[config.mk]
export PLATFORM = sky130hd
export DESIGN_NAME = density_filter_neighbor_generator_core
export DESIGN_NICKNAME = d
export VERILOG_FILES = /design/src/dfng_pkg.sv /design/src/density_filter_neighbor_generator_core.sv
export SDC_FILE = /design/constraint.sdc
export NUM_CORES = 2
export LEC_CHECK = 0
export ABC_AREA = 1
export BUFFER_PORTS_ARGS = -buffer_cell sky130_fd_sc_hd__buf_2
export CAP_MARGIN = 20
export CORE_ASPECT_RATIO = 1.1
export CORE_MARGIN = 3
export CORE_UTILIZATION = 60
export DETAILED_ROUTE_END_ITERATION = 7
export PLACE_DENSITY = 0.77
export SYNTH_ARGS = -nofsm -noshare
export SYNTH_HDL_FRONTEND = slang
export SYNTH_SLANG_ARGS = --single-unit
[constraint.sdc]
create_clock -name clk -period 16.7 [get_ports clk]
set_input_delay 0.835 -clock clk [delete_from_list [all_inputs] [get_ports clk]]
set_output_delay 0.835 -clock clk [all_outputs]
set_load 0.01 [all_outputs]
[src/dfng_pkg.sv]
// dfng_pkg: shared widths, register indexes and reset values
// for the density filter neighbor generator; no dependencies
package dfng_pkg;

  localparam int COORD_W  = 10;
  localparam int SIZE_W   = 11;
  localparam int FIX_W    = 16;
  localparam int IDX_W    = 30;
  localparam int WGT_W    = 24;
  localparam int CFG_IDX_W = 3;

  localparam int MAX_REACH_DEF = 1;

  localparam logic [CFG_IDX_W-1:0] REG_SIZE_X    = 3'd0;
  localparam logic [CFG_IDX_W-1:0] REG_SIZE_Y    = 3'd1;
  localparam logic [CFG_IDX_W-1:0] REG_SIZE_Z    = 3'd2;
  localparam logic [CFG_IDX_W-1:0] REG_SPACING_X = 3'd3;
  localparam logic [CFG_IDX_W-1:0] REG_SPACING_Y = 3'd4;
  localparam logic [CFG_IDX_W-1:0] REG_SPACING_Z = 3'd5;
  localparam logic [CFG_IDX_W-1:0] REG_RADIUS    = 3'd6;
  localparam logic [CFG_IDX_W-1:0] REG_FIXED_WGT = 3'd7;

  localparam logic [SIZE_W-1:0] SIZE_RST    = 11'd1;
  localparam logic [FIX_W-1:0]  SPACING_RST = 16'd256;
  localparam logic [FIX_W-1:0]  RADIUS_RST  = 16'd384;
  localparam logic [FIX_W-1:0]  FIXED_RST   = 16'd0;

endpackage

[src/density_filter_neighbor_generator_core.sv]
// density_filter_neighbor_generator_core: emits sparse filter entries of one element
// depends on dfng_pkg
// sequence: serial setup multiplies, then a walk over the offsets; each kept offset with
// distance weighting also takes a serial root and divide (32 root steps, 16 divide steps)
// rst is synchronous; registers return to size 1, spacing 1.0, radius 1.5, weight off
// one element is accepted only while the sequencer is idle
module density_filter_neighbor_generator_core #(
  parameter int MAX_REACH = dfng_pkg::MAX_REACH_DEF
) (
  input  logic        clk,
  input  logic        rst,
  input  logic        cfg_wen,
  input  logic [2:0]  cfg_index,
  input  logic [15:0] cfg_data,
  input  logic        s_tvalid,
  output logic        s_tready,
  input  logic [31:0] s_tdata,   // elem_x, elem_y, elem_z, 2 zero bits
  output logic        m_tvalid,
  input  logic        m_tready,
  output logic [87:0] m_tdata,   // row_index, col_index, weight, 4 zero bits
  output logic        m_tlast
);

  localparam logic [2:0] ST_IDLE  = 3'd0;
  localparam logic [2:0] ST_MUL   = 3'd1;
  localparam logic [2:0] ST_OFS   = 3'd2;
  localparam logic [2:0] ST_SQRT  = 3'd3;
  localparam logic [2:0] ST_DIV   = 3'd4;
  localparam logic [2:0] ST_PUSH  = 3'd5;
  localparam logic [2:0] ST_FLUSH = 3'd6;

  // setup multiplies, in issue order
  localparam logic [2:0] OP_R2   = 3'd0;
  localparam logic [2:0] OP_SQX  = 3'd1;
  localparam logic [2:0] OP_SQY  = 3'd2;
  localparam logic [2:0] OP_SQZ  = 3'd3;
  localparam logic [2:0] OP_SXSY = 3'd4;
  localparam logic [2:0] OP_ZY   = 3'd5;
  localparam logic [2:0] OP_LAST = 3'd6;

  logic [10:0] size_x, size_y, size_z;
  logic [15:0] spacing_x, spacing_y, spacing_z, radius, fixed_weight;

  logic [2:0]  state;
  logic [2:0]  op;
  logic [4:0]  cnt;
  logic [9:0]  ex, ey, ez;
  logic [31:0] ma, macc;
  logic [15:0] mb;
  logic [31:0] r2, qx, qy, qz;
  logic [29:0] sxsy, row;
  logic [1:0]  ci, cj, ck;
  logic [29:0] cur_col;
  logic [23:0] cur_wgt;
  logic [63:0] sv;
  logic [31:0] srt;
  logic [35:0] srem;
  logic [16:0] drem;
  logic [15:0] dv, dq;
  logic        pend_valid;
  logic [29:0] pend_col;
  logic [23:0] pend_wgt;
  logic [29:0] out_row, out_col;
  logic [23:0] out_wgt;
  logic        out_last;

  // reach per axis
  logic rx, ry, rz;
  assign rx = (MAX_REACH != 0) && ((spacing_x == '0) || (radius >= spacing_x));
  assign ry = (MAX_REACH != 0) && ((spacing_y == '0) || (radius >= spacing_y));
  assign rz = (MAX_REACH != 0) && ((spacing_z == '0) || (radius >= spacing_z));

  logic [1:0] ilo, ihi, jlo, jhi, klo, khi;
  assign ilo = rx ? 2'd0 : 2'd1;
  assign ihi = rx ? 2'd2 : 2'd1;
  assign jlo = ry ? 2'd0 : 2'd1;
  assign jhi = ry ? 2'd2 : 2'd1;
  assign klo = rz ? 2'd0 : 2'd1;
  assign khi = rz ? 2'd2 : 2'd1;

  // serial multiplier final step and next operand selection
  logic [31:0] prod;
  logic [31:0] ld_a;
  logic [15:0] ld_b;
  logic [2:0]  ld_op;
  assign prod = macc + (mb[0] ? ma : 32'd0);

  always_comb begin
    ld_op = (state == ST_IDLE) ? OP_R2 : op + 3'd1;
    case (ld_op)
      OP_R2:   begin ld_a = {16'd0, radius}; ld_b = radius; end
      OP_SQX:  begin ld_a = {16'd0, spacing_x}; ld_b = spacing_x; end
      OP_SQY:  begin ld_a = {16'd0, spacing_y}; ld_b = spacing_y; end
      OP_SQZ:  begin ld_a = {16'd0, spacing_z}; ld_b = spacing_z; end
      OP_SXSY: begin ld_a = {21'd0, size_x}; ld_b = {5'd0, size_y}; end
      OP_ZY:   begin ld_a = {22'd0, ez}; ld_b = {5'd0, size_y}; end
      OP_LAST: begin ld_a = prod + {22'd0, ey}; ld_b = {5'd0, size_x}; end
      default: begin ld_a = '0; ld_b = '0; end
    endcase
  end

  // offset evaluation
  logic [33:0] d2;
  logic        in_x, in_y, in_z, keep;
  logic [29:0] off_x, off_y, off_z, col;
  logic [10:0] ex1;
  logic        ofs_done;
  logic [1:0]  ci_next, cj_next, ck_next;

  always_comb begin
    d2 = {2'd0, (ci != 2'd1) ? qx : 32'd0} + {2'd0, (cj != 2'd1) ? qy : 32'd0}
       + {2'd0, (ck != 2'd1) ? qz : 32'd0};
    ex1 = {1'b0, ex};
    case (ci)
      2'd0:    in_x = (ex != '0) && ((ex1 - 11'd1) < size_x);
      2'd2:    in_x = (ex1 + 11'd1) < size_x;
      default: in_x = ex1 < size_x;
    endcase
    case (cj)
      2'd0:    in_y = (ey != '0) && (({1'b0, ey} - 11'd1) < size_y);
      2'd2:    in_y = ({1'b0, ey} + 11'd1) < size_y;
      default: in_y = {1'b0, ey} < size_y;
    endcase
    case (ck)
      2'd0:    in_z = (ez != '0) && (({1'b0, ez} - 11'd1) < size_z);
      2'd2:    in_z = ({1'b0, ez} + 11'd1) < size_z;
      default: in_z = {1'b0, ez} < size_z;
    endcase
    keep = (d2 < {2'd0, r2}) && in_x && in_y && in_z;
    case (ci)
      2'd0:    off_x = '1;
      2'd2:    off_x = 30'd1;
      default: off_x = '0;
    endcase
    case (cj)
      2'd0:    off_y = 30'd0 - {19'd0, size_x};
      2'd2:    off_y = {19'd0, size_x};
      default: off_y = '0;
    endcase
    case (ck)
      2'd0:    off_z = 30'd0 - sxsy;
      2'd2:    off_z = sxsy;
      default: off_z = '0;
    endcase
    col = row + off_x + off_y + off_z;
    ofs_done = (ci == ihi) && (cj == jhi) && (ck == khi);
    ci_next = (ci != ihi) ? ci + 2'd1 : ilo;
    cj_next = (ci != ihi) ? cj : ((cj != jhi) ? cj + 2'd1 : jlo);
    ck_next = ((ci != ihi) || (cj != jhi)) ? ck : ck + 2'd1;
  end

  // root and divide steps
  logic [35:0] rem_sh, trial;
  logic [16:0] dsh;
  assign rem_sh = {srem[33:0], sv[63:62]};
  assign trial  = {2'd0, srt, 2'b01};
  assign dsh    = {drem[15:0], dv[15]};

  logic out_free;
  logic out_load;
  assign out_free = !m_tvalid || m_tready;
  assign out_load = ((state == ST_PUSH) || (state == ST_FLUSH)) && pend_valid && out_free;
  assign s_tready = (state == ST_IDLE);

  // configuration
  always_ff @(posedge clk) begin
    if (rst) begin
      size_x <= dfng_pkg::SIZE_RST;
      size_y <= dfng_pkg::SIZE_RST;
      size_z <= dfng_pkg::SIZE_RST;
      spacing_x <= dfng_pkg::SPACING_RST;
      spacing_y <= dfng_pkg::SPACING_RST;
      spacing_z <= dfng_pkg::SPACING_RST;
      radius <= dfng_pkg::RADIUS_RST;
      fixed_weight <= dfng_pkg::FIXED_RST;
    end else if (cfg_wen) begin
      case (cfg_index)
        dfng_pkg::REG_SIZE_X:    size_x <= cfg_data[10:0];
        dfng_pkg::REG_SIZE_Y:    size_y <= cfg_data[10:0];
        dfng_pkg::REG_SIZE_Z:    size_z <= cfg_data[10:0];
        dfng_pkg::REG_SPACING_X: spacing_x <= cfg_data;
        dfng_pkg::REG_SPACING_Y: spacing_y <= cfg_data;
        dfng_pkg::REG_SPACING_Z: spacing_z <= cfg_data;
        dfng_pkg::REG_RADIUS:    radius <= cfg_data;
        dfng_pkg::REG_FIXED_WGT: fixed_weight <= cfg_data;
        default: ;
      endcase
    end
  end

  // output valid
  always_ff @(posedge clk) begin
    if (rst) begin
      m_tvalid <= 1'b0;
    end else if (out_load) begin
      m_tvalid <= 1'b1;
    end else if (m_tready) begin
      m_tvalid <= 1'b0;
    end
  end

  // sequencer and datapath
  always_ff @(posedge clk) begin
    if (rst) begin
      state <= ST_IDLE;
      pend_valid <= 1'b0;
    end else begin
      case (state)
        ST_IDLE: begin
          if (s_tvalid) begin
            ex <= s_tdata[9:0];
            ey <= s_tdata[19:10];
            ez <= s_tdata[29:20];
            op <= ld_op;
            ma <= ld_a;
            mb <= ld_b;
            macc <= '0;
            cnt <= '0;
            state <= ST_MUL;
          end
        end
        ST_MUL: begin
          if (cnt == 5'd15) begin
            case (op)
              OP_R2:   r2 <= prod;
              OP_SQX:  qx <= prod;
              OP_SQY:  qy <= prod;
              OP_SQZ:  qz <= prod;
              OP_SXSY: sxsy <= prod[29:0];
              default: row <= prod[29:0] + {20'd0, ex};
            endcase
            if (op == OP_LAST) begin
              ci <= ilo;
              cj <= jlo;
              ck <= klo;
              state <= ST_OFS;
            end else begin
              op <= ld_op;
              ma <= ld_a;
              mb <= ld_b;
              macc <= '0;
              cnt <= '0;
            end
          end else begin
            macc <= prod;
            ma <= {ma[30:0], 1'b0};
            mb <= {1'b0, mb[15:1]};
            cnt <= cnt + 5'd1;
          end
        end
        ST_OFS: begin
          if (keep) begin
            cur_col <= col;
            if (fixed_weight != '0) begin
              cur_wgt <= {fixed_weight, 8'd0};
              state <= ST_PUSH;
            end else begin
              sv <= {d2[31:0], 32'd0};
              srt <= '0;
              srem <= '0;
              cnt <= '0;
              state <= ST_SQRT;
            end
          end else if (ofs_done) begin
            state <= ST_FLUSH;
          end else begin
            ci <= ci_next;
            cj <= cj_next;
            ck <= ck_next;
          end
        end
        ST_SQRT: begin
          sv <= {sv[61:0], 2'b00};
          if (rem_sh >= trial) begin
            srem <= rem_sh - trial;
            srt <= {srt[30:0], 1'b1};
          end else begin
            srem <= rem_sh;
            srt <= {srt[30:0], 1'b0};
          end
          // counter wraps to zero after the last root step
          cnt <= cnt + 5'd1;
          if (cnt == 5'd31) begin
            state <= ST_DIV;
          end
        end
        ST_DIV: begin
          if (cnt == 5'd0) begin
            drem <= {1'b0, srt[31:16]};
            dv <= srt[15:0];
            dq <= '0;
            cnt <= 5'd1;
          end else begin
            dv <= {dv[14:0], 1'b0};
            if (dsh >= {1'b0, radius}) begin
              drem <= dsh - {1'b0, radius};
              dq <= {dq[14:0], 1'b1};
            end else begin
              drem <= dsh;
              dq <= {dq[14:0], 1'b0};
            end
            cnt <= cnt + 5'd1;
            if (cnt == 5'd16) begin
              cur_wgt <= 24'h010000 - {8'd0, dq[14:0], (dsh >= {1'b0, radius})};
              state <= ST_PUSH;
            end
          end
        end
        ST_PUSH: begin
          if (!pend_valid || out_free) begin
            if (pend_valid) begin
              out_row <= row;
              out_col <= pend_col;
              out_wgt <= pend_wgt;
              out_last <= 1'b0;
            end
            pend_valid <= 1'b1;
            pend_col <= cur_col;
            pend_wgt <= cur_wgt;
            if (ofs_done) begin
              state <= ST_FLUSH;
            end else begin
              ci <= ci_next;
              cj <= cj_next;
              ck <= ck_next;
              state <= ST_OFS;
            end
          end
        end
        ST_FLUSH: begin
          if (!pend_valid) begin
            state <= ST_IDLE;
          end else if (out_free) begin
            out_row <= row;
            out_col <= pend_col;
            out_wgt <= pend_wgt;
            out_last <= 1'b1;
            pend_valid <= 1'b0;
            state <= ST_IDLE;
          end
        end
        default: state <= ST_IDLE;
      endcase
    end
  end

  assign m_tdata = {4'd0, out_wgt, out_col, out_row};
  assign m_tlast = out_last;

  a_idle_no_pending: assert property (@(posedge clk) disable iff (rst)
    (state == ST_IDLE) |-> !pend_valid) else $error("pending entry left in idle");
  a_ready_idle: assert property (@(posedge clk) disable iff (rst)
    s_tready |-> (state == ST_IDLE)) else $error("ready outside idle");
  a_wgt_range: assert property (@(posedge clk) disable iff (rst)
    (m_tvalid && fixed_weight == '0 && state != ST_IDLE)
      |-> (out_wgt != '0 && out_wgt <= 24'h010000)) else $error("weight out of range");
  a_push_needs_room: assert property (@(posedge clk) disable iff (rst)
    (state == ST_PUSH && pend_valid && !out_free) |=> (state == ST_PUSH))
    else $error("entry pushed over a held result");

endmodule

* Word level (Yosys, flattened, before mapping)
Cells that the tools add are included.
Operators by class: add/sub/neg operators 24, order comparisons 15, equality and inequality tests 56, multiplexer cells 124, bitwise operators 2, reductions and logical operators 70
Operators with widths (count):
- two-way mux 32 bit | 12
- one-hot mux 30 bit (2 select lines) | 5
- two-way mux 30 bit | 8
- one-hot mux 32 bit (7 select lines) | 1
- two-way mux 24 bit | 8
- one-hot mux 32 bit (2 select lines) | 3
- two-way mux 64 bit | 2
- one-hot mux 64 bit (2 select lines) | 1
- two-way mux 34 bit | 3
- two-way mux 16 bit | 6
- one-hot mux 16 bit (6 select lines) | 1
- one-hot mux 24 bit (2 select lines) | 2
- adder 30 bit | 3
- one-hot mux 34 bit (2 select lines) | 1
- less-than comparator 11 bit | 6
- two-way mux 3 bit | 17
- >= comparator 16 bit | 3
- logical NOT 16 bit | 3
- two-way mux 2 bit | 22
- == test 3 bit (second input constant) | 12
- >= comparator 36 x 34 -> 1 bit | 1
- adder 33 x 32 -> 34 bit | 1
- less-than comparator 34 x 32 -> 1 bit | 1
- subtractor 34 bit | 1
- other kinds (53) | 168
Storage, ports and cells: flip-flop bits (word level) 800

* Longest topological paths before layout
depth in word-level cells 10, gate-level depth with buffers 37

* Least setup slack after synthesis
Ideal clock, no wire load.
path kind register -> register, from register ci[1], to register srem[0] (enable), setup time 0.795 ns, arrival time 13.928 ns, setup slack 1.977 ns, cell stages (with the launch flop) 35, path buffers 1, clock period less this slack 14.723 ns, cell sequence edfxtp_1 > inv_1 > ha_1 > inv_1 > clkbuf_1 > nand2_1 > fa_1 > inv_1 > ha_1 > inv_1 > fa_1 > o21ai_0 > nand2_1 > nand3_1 > a31oi_1 > o21ai_0 > nand3_1 > nand3_1 > xor2_1 > ha_1 > nand2_1 > nand2_1 > nand2_1 > nand2_1 > a21oi_1 > nand3_1 > nand2_1 > nand2_1 > nand2_1 > nand2_1 > nand2_1 > nand4_1 > o21bai_1 > inv_1 > nor4_1
On the way: cells in the longest elaborated chain, start to end 10, elaborated cells on any way between the ends 13, classes of those cells add/sub (2); order compare (1); eq/ne (3); mux (2); reduce/logical (5)
RTL lines:
- from (decl) | RTL line density_filter_neighbor_generator_core.sv:52 | logic [1:0] ci, cj, ck;
- from (signal assigned) | RTL line density_filter_neighbor_generator_core.sv:233 | ci <= ilo;
- from (signal assigned) | RTL line density_filter_neighbor_generator_core.sv:267 | ci <= ci_next;
- from (signal assigned) | RTL line density_filter_neighbor_generator_core.sv:323 | ci <= ci_next;
- inequality test 2 x 1 -> 1 bit | RTL line density_filter_neighbor_generator_core.sv:111 | d2 = {2'd0, (ci != 2'd1) ? qx : 32'd0} + {2'd0, (cj != 2'd1) ? qy : 32'd0}
- two-way mux 32 bit | RTL line density_filter_neighbor_generator_core.sv:111
- adder 32 x 32 -> 33 bit | RTL line density_filter_neighbor_generator_core.sv:111
- adder 33 x 32 -> 34 bit | RTL line density_filter_neighbor_generator_core.sv:112 | + {2'd0, (ck != 2'd1) ? qz : 32'd0};
- less-than comparator 34 x 32 -> 1 bit | RTL line density_filter_neighbor_generator_core.sv:129 | keep = (d2 < {2'd0, r2}) && in_x && in_y && in_z;
- logical AND 1 bit (*) (3 in a row) | RTL line density_filter_neighbor_generator_core.sv:129
- inequality test 2 bit (no source line) (*)
- AND reduction 4 bit (no source line) (*)
- to (signal assigned) | RTL line density_filter_neighbor_generator_core.sv:275 | srem <= rem_sh - trial;
- to (signal assigned) | RTL line density_filter_neighbor_generator_core.sv:278 | srem <= rem_sh;
- to (decl) | RTL line density_filter_neighbor_generator_core.sv:57 | logic [35:0] srem;
Mark *: on every way between the ends. The rest lies on a longest branch, timed or not. A chain may end at the register's enable or synchronous reset.

* Worst setup path after layout
from register ck[0], to register sv[61] (enable)
On the way: cells in the longest elaborated chain, start to end 9, elaborated cells on any way between the ends 12, classes of those cells add/sub (1); order compare (1); eq/ne (3); mux (2); reduce/logical (5)
RTL lines:
- from (decl) | RTL line density_filter_neighbor_generator_core.sv:52
- from (signal assigned) | RTL line density_filter_neighbor_generator_core.sv:235 | ck <= klo;
- from (signal assigned) | RTL line density_filter_neighbor_generator_core.sv:269 | ck <= ck_next;
- from (signal assigned) | RTL line density_filter_neighbor_generator_core.sv:325 | ck <= ck_next;
- inequality test 2 x 1 -> 1 bit | RTL line density_filter_neighbor_generator_core.sv:112
- two-way mux 32 bit | RTL line density_filter_neighbor_generator_core.sv:112
- adder 33 x 32 -> 34 bit | RTL line density_filter_neighbor_generator_core.sv:112
- less-than comparator 34 x 32 -> 1 bit | RTL line density_filter_neighbor_generator_core.sv:129
- logical AND 1 bit (2 in a row) | RTL line density_filter_neighbor_generator_core.sv:129
- logical AND 1 bit (*) | RTL line density_filter_neighbor_generator_core.sv:129
- inequality test 2 bit (no source line) (*)
- AND reduction 4 bit (no source line) (*)
- to (signal assigned) | RTL line density_filter_neighbor_generator_core.sv:258 | sv <= {d2[31:0], 32'd0};
- to (signal assigned) | RTL line density_filter_neighbor_generator_core.sv:273 | sv <= {sv[61:0], 2'b00};
- to (decl) | RTL line density_filter_neighbor_generator_core.sv:55 | logic [63:0] sv;
Marks and branches as above.

==> metrics.yaml <==
drt-total-wl_um: 118000
critPathMaxStageDelay_ns: 0.73
via_per_inst: 5.71
grt_pass1_vias: 35100
antenna-diode-count: 0
end_kind: "flop"
grt_setup_unrepaired: "no"
yosys_warnings: 0
syn2layout_area_growth_pct: 10.0
synth_ff_type: "edfxtp_1"
clkLatencyLatePin_ns: 0.66
dpl.cell_count: 6105
synthCells: 5011
cts.clk_slew.worst_paths_ns: 0.06
crit_cells: 35
final_cell_mix: "nand2_1 (915), inv_1 (692), edfxtp_1 (650)"
gp_congestion: 0.953
drv_cap: 0
final_nets: 5669
initial_core_util_pct: 60.7
synth-edff-count: 650
ios: 147
finalSetupViolCount: 0
ant_nets: 0
period_share_pct: 48.4
fin_skew_ns: 0.0467
r2r_setup_slack_ns: 8.62
start_kind: "flop"
status: "finished, final reports clean"
grtUsageTotal_pct: 29.1
cts_inserted_buffers: 81
ys_ff_latch: 768
port_buffers: 140
cp_num_buf_inv: 7
drive_above_1_share_pct: 7.90
yosysUniqueCellTypes: 67
cts_setup_buffers: 0
die_w_um: 271
combPwrFrac_pct: 45.3
crit_type: "reg2reg"
crit_path_end: "sv[61]"
netlist_area_um2: 46200
p_leak_nw: 21.4
crit_path_max_fanout: 59
cts_buffer_depth: 3
final_common_cell: "nand2_1"
rr_endpoint: "sv[61]"
antenna_found_initial: 0
async_flop_share_pct: 0
holdBufCountCts: 0
synth_seq_area_share_pct: 47.4
cts_root_buf: "clkbuf_16"
required_ns: 16.96
cts.sinks: 768
hp-start: "s_tdata[27]"
rows: 106
fin_setup_tns_ns: 0
drtIter0Drc: 2853
worstSetupStartpoint: "ck[0]"
grt_pass1_wl_um: 186000
slew_headroom_pct: 25.6
syn_avg_cell_area_um2: 9.22
hold_path.class: "in2reg"
p_int_w: 0.00475
die-area_um2: 80300
seq_power_share_pct: 32.5
clock.fmax_mhz: 124
switching_share_pct: 42.2
firstDrtPassIters: 6
reg2reg_depth: 35
finalMaxSlewViolations: 0
p_clk_share_pct: 22.2
powerDensity_nw_per_um2: 162
cts_resized: 0
hold_viol: 0
arrival_ns: 8.34
utilization_pct: 66.8
vias: 35700
r2r_start: "ck[0]"
stdcell_count: 6255
min_path_cells: 1
max_slew.worst_pin.slew_ns: 1.11
grt_max_degree: 117
post-route-min-period_ns: 8.08
hpwl_um: 87200
die_y_um: 297
cts_tree: "done"
overflow: 0
crit_top_cell: "nand2_1"
critPathTopFamily: "buffers and inverters"
drc: 0
cp_slowest_cell: "buf_4"
p_switching_w: 0.00347
wl_per_cell_um: 18.9
ir_worst_vdd_mv: 0.0934
htree_levels: 3
core_area_um2: 76100
fill_cells: 6093
-- cell type report --
type	count	area (um^2)	area share, %
clock inverters	60	628	1.24
clock buffers	89	2080	4.09
flip-flops and latches	768	21900	43.1
repair buffers	180	998	1.96
multi-input cells	3416	21300	41.8
inverters	716	2690	5.29
well taps	1026	1280	2.53
-- cell usage after synthesis (all sizes together) (95+ instances only) --
| cell | number | area share (%) |
|---|---|---|
| a21oi | 424 | 4.6 |
| clkbuf | 98 | 0.80 |
| dfxtp | 118 | 5.1 |
| edfxtp | 650 | 42 |
| fa | 95 | 4.1 |
| ha | 355 | 9.6 |
| inv | 710 | 5.8 |
| nand2 | 926 | 7.6 |
| nand3 | 166 | 1.8 |
| nor2 | 444 | 3.8 |
| o21ai | 397 | 4.3 |
| xor2 | 159 | 3.2 |
-- sequential cells by signal, summed over array words and instances (netlist names), 24 cells and up --
register  count
out_row      30
qz           32
pend_col     30
sxsy         30
cur_col      30
row          30
qx           32
pend_wgt     24
srem         34
r2           32
out_col      30
srt          32
ma           32
out_wgt      24
cur_wgt      24
qy           32
sv           32
macc         32
-- metal layers --
layer / global-route usage (%) / wire [um]
met1: 37.4 / 47500
met2: 50.1 / 57200
met3: 3.28 / 7900
met4: 12.6 / 5370
met5: 0 / 0
-- power by group through the flow --
stage / sequential, W / combinational, W / clock (W)
after floorplan: 0.00269 / 0.00257 / 0
after global placement: 0.00270 / 0.00357 / 0
after detailed placement: 0.00271 / 0.00365 / 0
after CTS: 0.00267 / 0.00368 / 0.00185
after global routing: 0.00269 / 0.00413 / 0.00193
final: 0.00267 / 0.00372 / 0.00183
-- cells by family (layout without fill, tap and decap cells) --
| logic type | after synthesis | in the layout | synth area share (%) |
|---|---|---|---|
| xor gates and xnor gates | 219 | 219 | 4.31 |
| buffers and inverters | 830 | 1045 | 6.82 |
| DFF | 768 | 768 | 47.4 |
| other | 1 | 4 | 0.00812 |
| AOI/OAI and AO/OA | 1020 | 1020 | 12.1 |
| adders and majority gates | 450 | 450 | 13.7 |
| and+or+nand+nor | 1723 | 1723 | 15.6 |
-- metrics by stage --
stage | setup WS (ns) | area, um^2 | total power, W | hold slack, ns
floorplan | 1.98 | 46200 | 0.00526 | 0.400
global placement | 8.79 | 48100 | 0.00627 | 0.401
detailed placement | 8.70 | 48100 | 0.00635 | 0.405
CTS | 8.67 | 50800 | 0.00819 | 0.323
global route | 8.14 | 50800 | 0.00875 | 0.342
finish | 8.62 | 50800 | 0.00822 | 0.344
-- how the worst min path moves through the flow --
stage,to,slack [ns]
after floorplan,out_col[0],0.40
after global placement,out_col[25],0.40
after detailed placement,out_col[21],0.40
after CTS,ez[7],0.32
after global routing,ey[4],0.34
final,ez[7],0.34
No activity file was read; power rests on OpenSTA's default activity.
